===== config.mk =====
export PLATFORM = sky130hd
export DESIGN_NAME = stq_front
export DESIGN_NICKNAME = d
export VERILOG_FILES = /design/src/rtl/stq_pkg.sv /design/src/rtl/stq_front.sv
export SDC_FILE = /design/constraint.sdc
export NUM_CORES = 1
export LEC_CHECK = 0
export ABC_CLOCK_PERIOD_IN_PS = 4590
export BUFFER_PORTS_ARGS = -buffer_cell sky130_fd_sc_hd__buf_2
export CAP_MARGIN = 0
export CORE_MARGIN = 4
export CORE_UTILIZATION = 40
export DETAILED_ROUTE_END_ITERATION = 12
export GPL_ROUTABILITY_DRIVEN = 0
export PLACE_DENSITY = 0.69
export REMOVE_ABC_BUFFERS = 1
export SLEW_MARGIN = 5
export SYNTH_ARGS = -nofsm -noshare
export SYNTH_HDL_FRONTEND = slang
export SYNTH_SLANG_ARGS = --single-unit
export TNS_END_PERCENT = 20

===== constraint.sdc =====
create_clock -name clk -period 4.59 [get_ports clk]
set_input_delay 1.377 -clock clk [delete_from_list [all_inputs] [get_ports clk]]
set_output_delay 1.377 -clock clk [all_outputs]
set_load 0.1 [all_outputs]

===== src/rtl/stq_pkg.sv =====
`default_nettype none
package stq_pkg;

  localparam int DATA_W = 32;
  localparam int POS_W  = 10;
  localparam int END_W  = 11;

  typedef enum logic [1:0] {
    MODE_MIN = 2'd0,
    MODE_MAX = 2'd1,
    MODE_SUM = 2'd2,
    MODE_RSV = 2'd3
  } mode_t;

  typedef enum logic {
    OP_UPDATE = 1'b0,
    OP_QUERY  = 1'b1
  } op_t;

  localparam logic REG_MODE = 1'b0;
  localparam logic REG_KIND = 1'b1;

  typedef struct packed {
    op_t               op;
    logic [END_W-1:0]  lo;
    logic [END_W-1:0]  hi;
    logic [DATA_W-1:0] value;
  } cmd_t;

  function automatic logic [DATA_W-1:0] ident_of(input mode_t m);
    logic [DATA_W-1:0] r;
    unique case (m)
      MODE_MIN: r = 32'h7FFF_FFFF;
      MODE_MAX: r = 32'h8000_0000;
      default:  r = 32'h0;
    endcase
    return r;
  endfunction

  function automatic logic [DATA_W-1:0] fold2(input mode_t m, input logic [DATA_W-1:0] a,
                                              input logic [DATA_W-1:0] b);
    logic [DATA_W-1:0] r;
    unique case (m)
      MODE_MIN: r = ($signed(a) <= $signed(b)) ? a : b;
      MODE_MAX: r = ($signed(a) >= $signed(b)) ? a : b;
      default:  r = a + b;
    endcase
    return r;
  endfunction

  typedef enum logic [2:0] {
    ST_CLEAR,
    ST_IDLE,
    ST_LEAF_RD,
    ST_UP_RD,
    ST_UP_WR,
    ST_Q_RD,
    ST_Q_ACC,
    ST_OUT
  } state_t;

endpackage
`default_nettype wire


===== src/rtl/stq_front.sv =====
`default_nettype none
module stq_front
  import stq_pkg::*;
#(
  parameter int LEAVES = 1024,
  parameter int DEPTH  = 2
) (
  input  wire               clk,
  input  wire               rst,
  input  wire               in_valid,
  output logic              in_ready,
  input  wire               operation,
  input  wire  [POS_W-1:0]  position,
  input  wire  [END_W-1:0]  range_end,
  input  wire  [DATA_W-1:0] value,
  input  wire               flush,
  output logic              q_valid,
  input  wire               q_ready,
  output cmd_t              q_cmd
);

  localparam int AW = (DEPTH > 1) ? $clog2(DEPTH) : 1;
  localparam logic [END_W:0] LV = (END_W + 1)'(LEAVES);

  cmd_t           fifo [DEPTH];
  logic [AW-1:0]  wp, rp;
  logic [AW:0]    count;
  logic           push, pop, keep;
  cmd_t           c;
  logic [END_W:0] pe, ee;

  always_comb begin
    pe = {1'b0, END_W'(position)};
    ee = {1'b0, range_end};
    c.op    = op_t'(operation);
    c.value = value;
    c.lo    = (pe > LV) ? END_W'(LV) : END_W'(pe);
    c.hi    = (ee > LV) ? END_W'(LV) : END_W'(ee);
    // updates past the last leaf are dropped here, empty queries pass to the back part
    keep = (operation == OP_QUERY) || (pe < LV);
  end

  assign in_ready = (count != (AW + 1)'(DEPTH)) && !flush;
  assign push     = in_valid && in_ready && keep;
  assign q_valid  = (count != '0);
  assign pop      = q_valid && q_ready;
  assign q_cmd    = fifo[rp];

  always_ff @(posedge clk) begin
    if (push) fifo[wp] <= c;
    if (rst) begin
      wp <= '0;
      rp <= '0;
      count <= '0;
    end else begin
      if (push) wp <= (wp == AW'(DEPTH - 1)) ? '0 : wp + 1'b1;
      if (pop)  rp <= (rp == AW'(DEPTH - 1)) ? '0 : rp + 1'b1;
      count <= count + (AW + 1)'(push) - (AW + 1)'(pop);
    end
  end

  a_no_over: assert property (@(posedge clk) disable iff (rst)
    count == (AW + 1)'(DEPTH) |-> !push) else $error("queue overflow");
  a_no_under: assert property (@(posedge clk) disable iff (rst)
    count == '0 |-> !pop) else $error("queue underflow");
  a_count: assert property (@(posedge clk) disable iff (rst)
    push && !pop |=> count == $past(count) + 1'b1) else $error("count slip");

endmodule
`default_nettype wire


* Word level (Yosys, flattened, before mapping)
Memories as Yosys holds them, arrays and structs flattened. A register that Yosys moved wholly into a read port is not among the register bits. Cells that the tools add are included.
Operators by class: $add $sub $neg 4, order comparisons 1, equality and inequality tests 1, multiplexer cells 7, reductions and logical operators 5
Operators with widths (count):
- $gt 11x11->1 const B | 1
- $mux 11 | 1
- $mux 1 | 6
- $logic_and 1x1->1 | 3
- $add 1x1->1 const B | 2
- $add 2x1->2 | 1
- $ne 2x2->1 const B | 1
- $reduce_bool 2->1 | 1
- $sub 2x1->2 | 1
- $logic_not 1->1 | 1
Storage, ports and cells: flip-flop bits (word level) 4, bits in writable memories 108, input port bits 59, output and inout bits 57, word-level logic and storage cells 22, memories 1
Memories:
- fifo | depth 2, width 54, rd ports 1, clocked after Yosys merged registers in 1, write ports 1, line stq_front.sv:25 | cmd_t fifo [DEPTH];

* Logic depth before layout (Yosys ltp)
depth in word-level cells 5, depth in mapped cells 9, depth with buffers taken out 9

* Worst setup path before layout
No wires, ideal clock.
path kind input-to-reg, start point in flush, end point mem fifo[1][0] (netlist name), enable pin, setup time 0.418 ns, arrival time 4.191 ns, required time 4.172 ns, path slack -0.018 ns, stages on the path 2, buffers on the path 0, path through nor2_1 -> and3_1
Between the ends: longest elaborated chain between the ends 5
RTL lines:
- start: declaration | line stq_front.sv:16 | input wire flush,
- $logic_not 1->1 | line stq_front.sv:43 | assign in_ready = (count != (AW + 1)'(DEPTH)) && !flush;
- $logic_and 1x1->1 | line stq_front.sv:43
- $logic_and 1x1->1 | line stq_front.sv:44 | assign push = in_valid && in_ready && keep;
- $mux 1 | line stq_front.sv:50 | if (push) fifo[wp] <= c;
- $mux 1 (not written as such) | line stq_front.sv:50
- end: declaration | line stq_front.sv:25
Every way passes these cells.

==> impl_metrics.py <==
metrics = {
    "outcome": {
        "status": "complete, no violations",
    },
    "global_routing": {
        "antenna_found_initial": 0,
        "grt_pass1_vias": 2450,
        "grt_pass1_wl_mm": 12.2,
        "grtUsageTotal_pct": 13.0,
        "grt-ovfl-total": 0,
        "grt_max_degree": 36,
    },
    "detailed_routing": {
        "dr.pass1.iters": 4,
        "wl_per_cell_um": 15.3,
        "ant_nets": 0,
        "wirelength_mm": 7.45,
        "drt_iter0_markers": 79,
        "via_count": 2248,
        "drc": 0,
        "vias_per_cell": 4.62,
    },
    "hold_path": {
        "hold_class": "reg2reg",
    },
    "layout": {
        "antenna-diode-count": 0,
        "final_common_cell": "buf_2",
        "nNetsFinal": 399,
        "fillers": 836,
        "final_cell_mix": "buf_2, edfxtp_1, mux2_2, clkbuf_16, nor2b_1",
        "areaGrowthSynthToFinish_pct": 31.0,
        "finalNonFillerCells": 487,
        "drive_gt1_share_pct": 57.8,
    },
    "setup_path": {
        "start_kind": "flop",
        "critical_path_class": "reg2out",
        "crit_required_ps": 3210,
        "cp.arrival_ps": 2350,
        "path_max_fanout": 30,
        "endpoint_kind": "output port",
    },
    "floorplanning": {
        "die_w_um": 111,
        "core_um2": 10300,
        "die_y_um": 111,
        "row_count": 37,
        "start_util_pct": 41.0,
        "io_pins": 116,
        "dieArea_um2": 12300,
    },
    "sta": {
        "rsz0062_at_grt": "false",
        "final_max_slew_viol_count": 0,
        "tns_ps": 0,
        "slew_headroom_pct": 49.8,
        "finalCritPeriodShare_pct": 81.1,
        "min_period_ps": 3720,
        "tightest_slew_ps": 752,
        "max_freq_mhz": 269,
        "skew_ps": 7.05,
        "hold_viol_final": 0,
        "setup_viol": 0,
    },
    "synth": {
        "synth_cells": 209,
        "syn-cell-area_um2": 4240,
        "synth-seq-cells": 113,
        "yosysWarningCount": 0,
        "postSynthAreaPerCell_um2": 20.3,
        "synth_cell_types": 26,
        "seq_area_frac_synth_pct": 78.9,
    },
    "cts": {
        "cts.sinks": 113,
        "cts_resized": 0,
        "htree_num_levels": 4,
        "max-clock-path-buffers": 2,
        "root_buffer": "clkbuf_8",
        "clk_pin_slew_worst_paths_ps": 60,
        "post_cts_buffers": 0,
        "clk_latency_ps": 500,
        "ctsHoldBuffers": 0,
        "cts_tree": "done",
        "numCtsBuffers": 17,
    },
    "placement": {
        "dp_cells": 455,
        "portBuffers": 114,
        "dpl.hpwl_mm": 4.98,
    },
    "flow_run": {
        "drv_cap": 0,
    },
    "pwr": {
        "power_density_nw_per_um2": 751,
        "ir_drop_mv": 0.396,
        "p_leak_nw": 2.10,
    },
}
[area by class of cell]
type	count	area [um^2]	share of cell area, %
clock buffers	19	422	7.60
clock inverters	13	188	3.38
inverters	2	7.51	0.135
multi-input cells	85	812	14.6
flip-flops and latches	113	3340	60.2
well taps	136	170	3.07
repair buffers	119	608	11.0
[critical path, cell delays in order, from the launching register on]
cell and delay [ps]:
dfxtp_2 820, buf_4 350, mux2_2 370, buf_2 290
[power by group]
| part | internal, mW | switching (mW) |
|---|---|---|
| sequential | 1.23 | 0.0649 |
| clock | 0.881 | 0.435 |
| combinational | 0.299 | 1.26 |
[stage by stage]
step | cell area [um^2] | util, % | hold slack, ps | power (mW) | setup WS, ps
6_report | 5550 | 53.8 | 512 | 4.17 | 867
3_5_place_dp | 4940 | 47.9 | 496 | 2.89 | 1140
5_1_grt | 5550 | 53.8 | 548 | 4.33 | 682
2_1_floorplan | 4160 | - | 452 | 2.65 | -18.2
4_1_cts | 5550 | 53.8 | 505 | 4.22 | 753
3_3_place_gp | 4940 | 47.9 | 466 | 2.88 | 1150
[worst paths after layout]
kind | cells past startpoint | slack, ps | end | from
max reg2reg | 4 | 2450 | fifo[0][35] | count[1]
max | 3 | 870 | q_cmd[18] | flop
min | 2 | 510 | wp | wp
min reg2reg | 2 | 510 | wp | wp
[per-layer routing]
layer  global-route usage [%]  up-vias  wire length [um]
li1                         -     1063                 -
met1                     15.2     1091              3120
met2                     20.9       85              3660
met3                     6.00        9               578
met4                     4.93        0                84
met5                        0        -                 0
[synth_stat cells]
library cell	instances	area share, %
xnor2_1	1	0.21
conb_1	1	0.088
a21oi_1	1	0.12
xor2_1	1	0.21
buf_4	1	0.18
edfxtp_1	108	77
nor2b_1	11	1.6
mux2_2	48	13
o21a_1	1	0.18
nand2b_1	1	0.15
buf_6	5	1.3
nor2b_4	1	0.32
and3_1	1	0.15
and2_2	1	0.18
dfxtp_1	5	2.4
nor3_1	1	0.12
nor2_1	4	0.35
clkbuf_1	2	0.18
mux2_1	6	1.6
ha_1	2	0.59
or2_2	1	0.15
buf_2	1	0.12
nand2_1	1	0.088
o21ai_0	1	0.12
or3_1	1	0.15
inv_1	2	0.18
[state kept, by name (all words and copies together), names as in the netlist, named ones only]
register and cells:
count 2, rp 1, fifo 108, wp 1
[cell families after synthesis]
logic type | count (synthesis) | share of synthesized area (%)
compound gates | 3 | 0.413
xor+xnor | 2 | 0.413
fa+ha+maj | 2 | 0.590
buf+inv | 11 | 1.98
flops | 113 | 78.9
mux | 54 | 14.3
other cells | 1 | 0.0885
simple gates | 23 | 3.28
(Power assumes the default switching activity.)
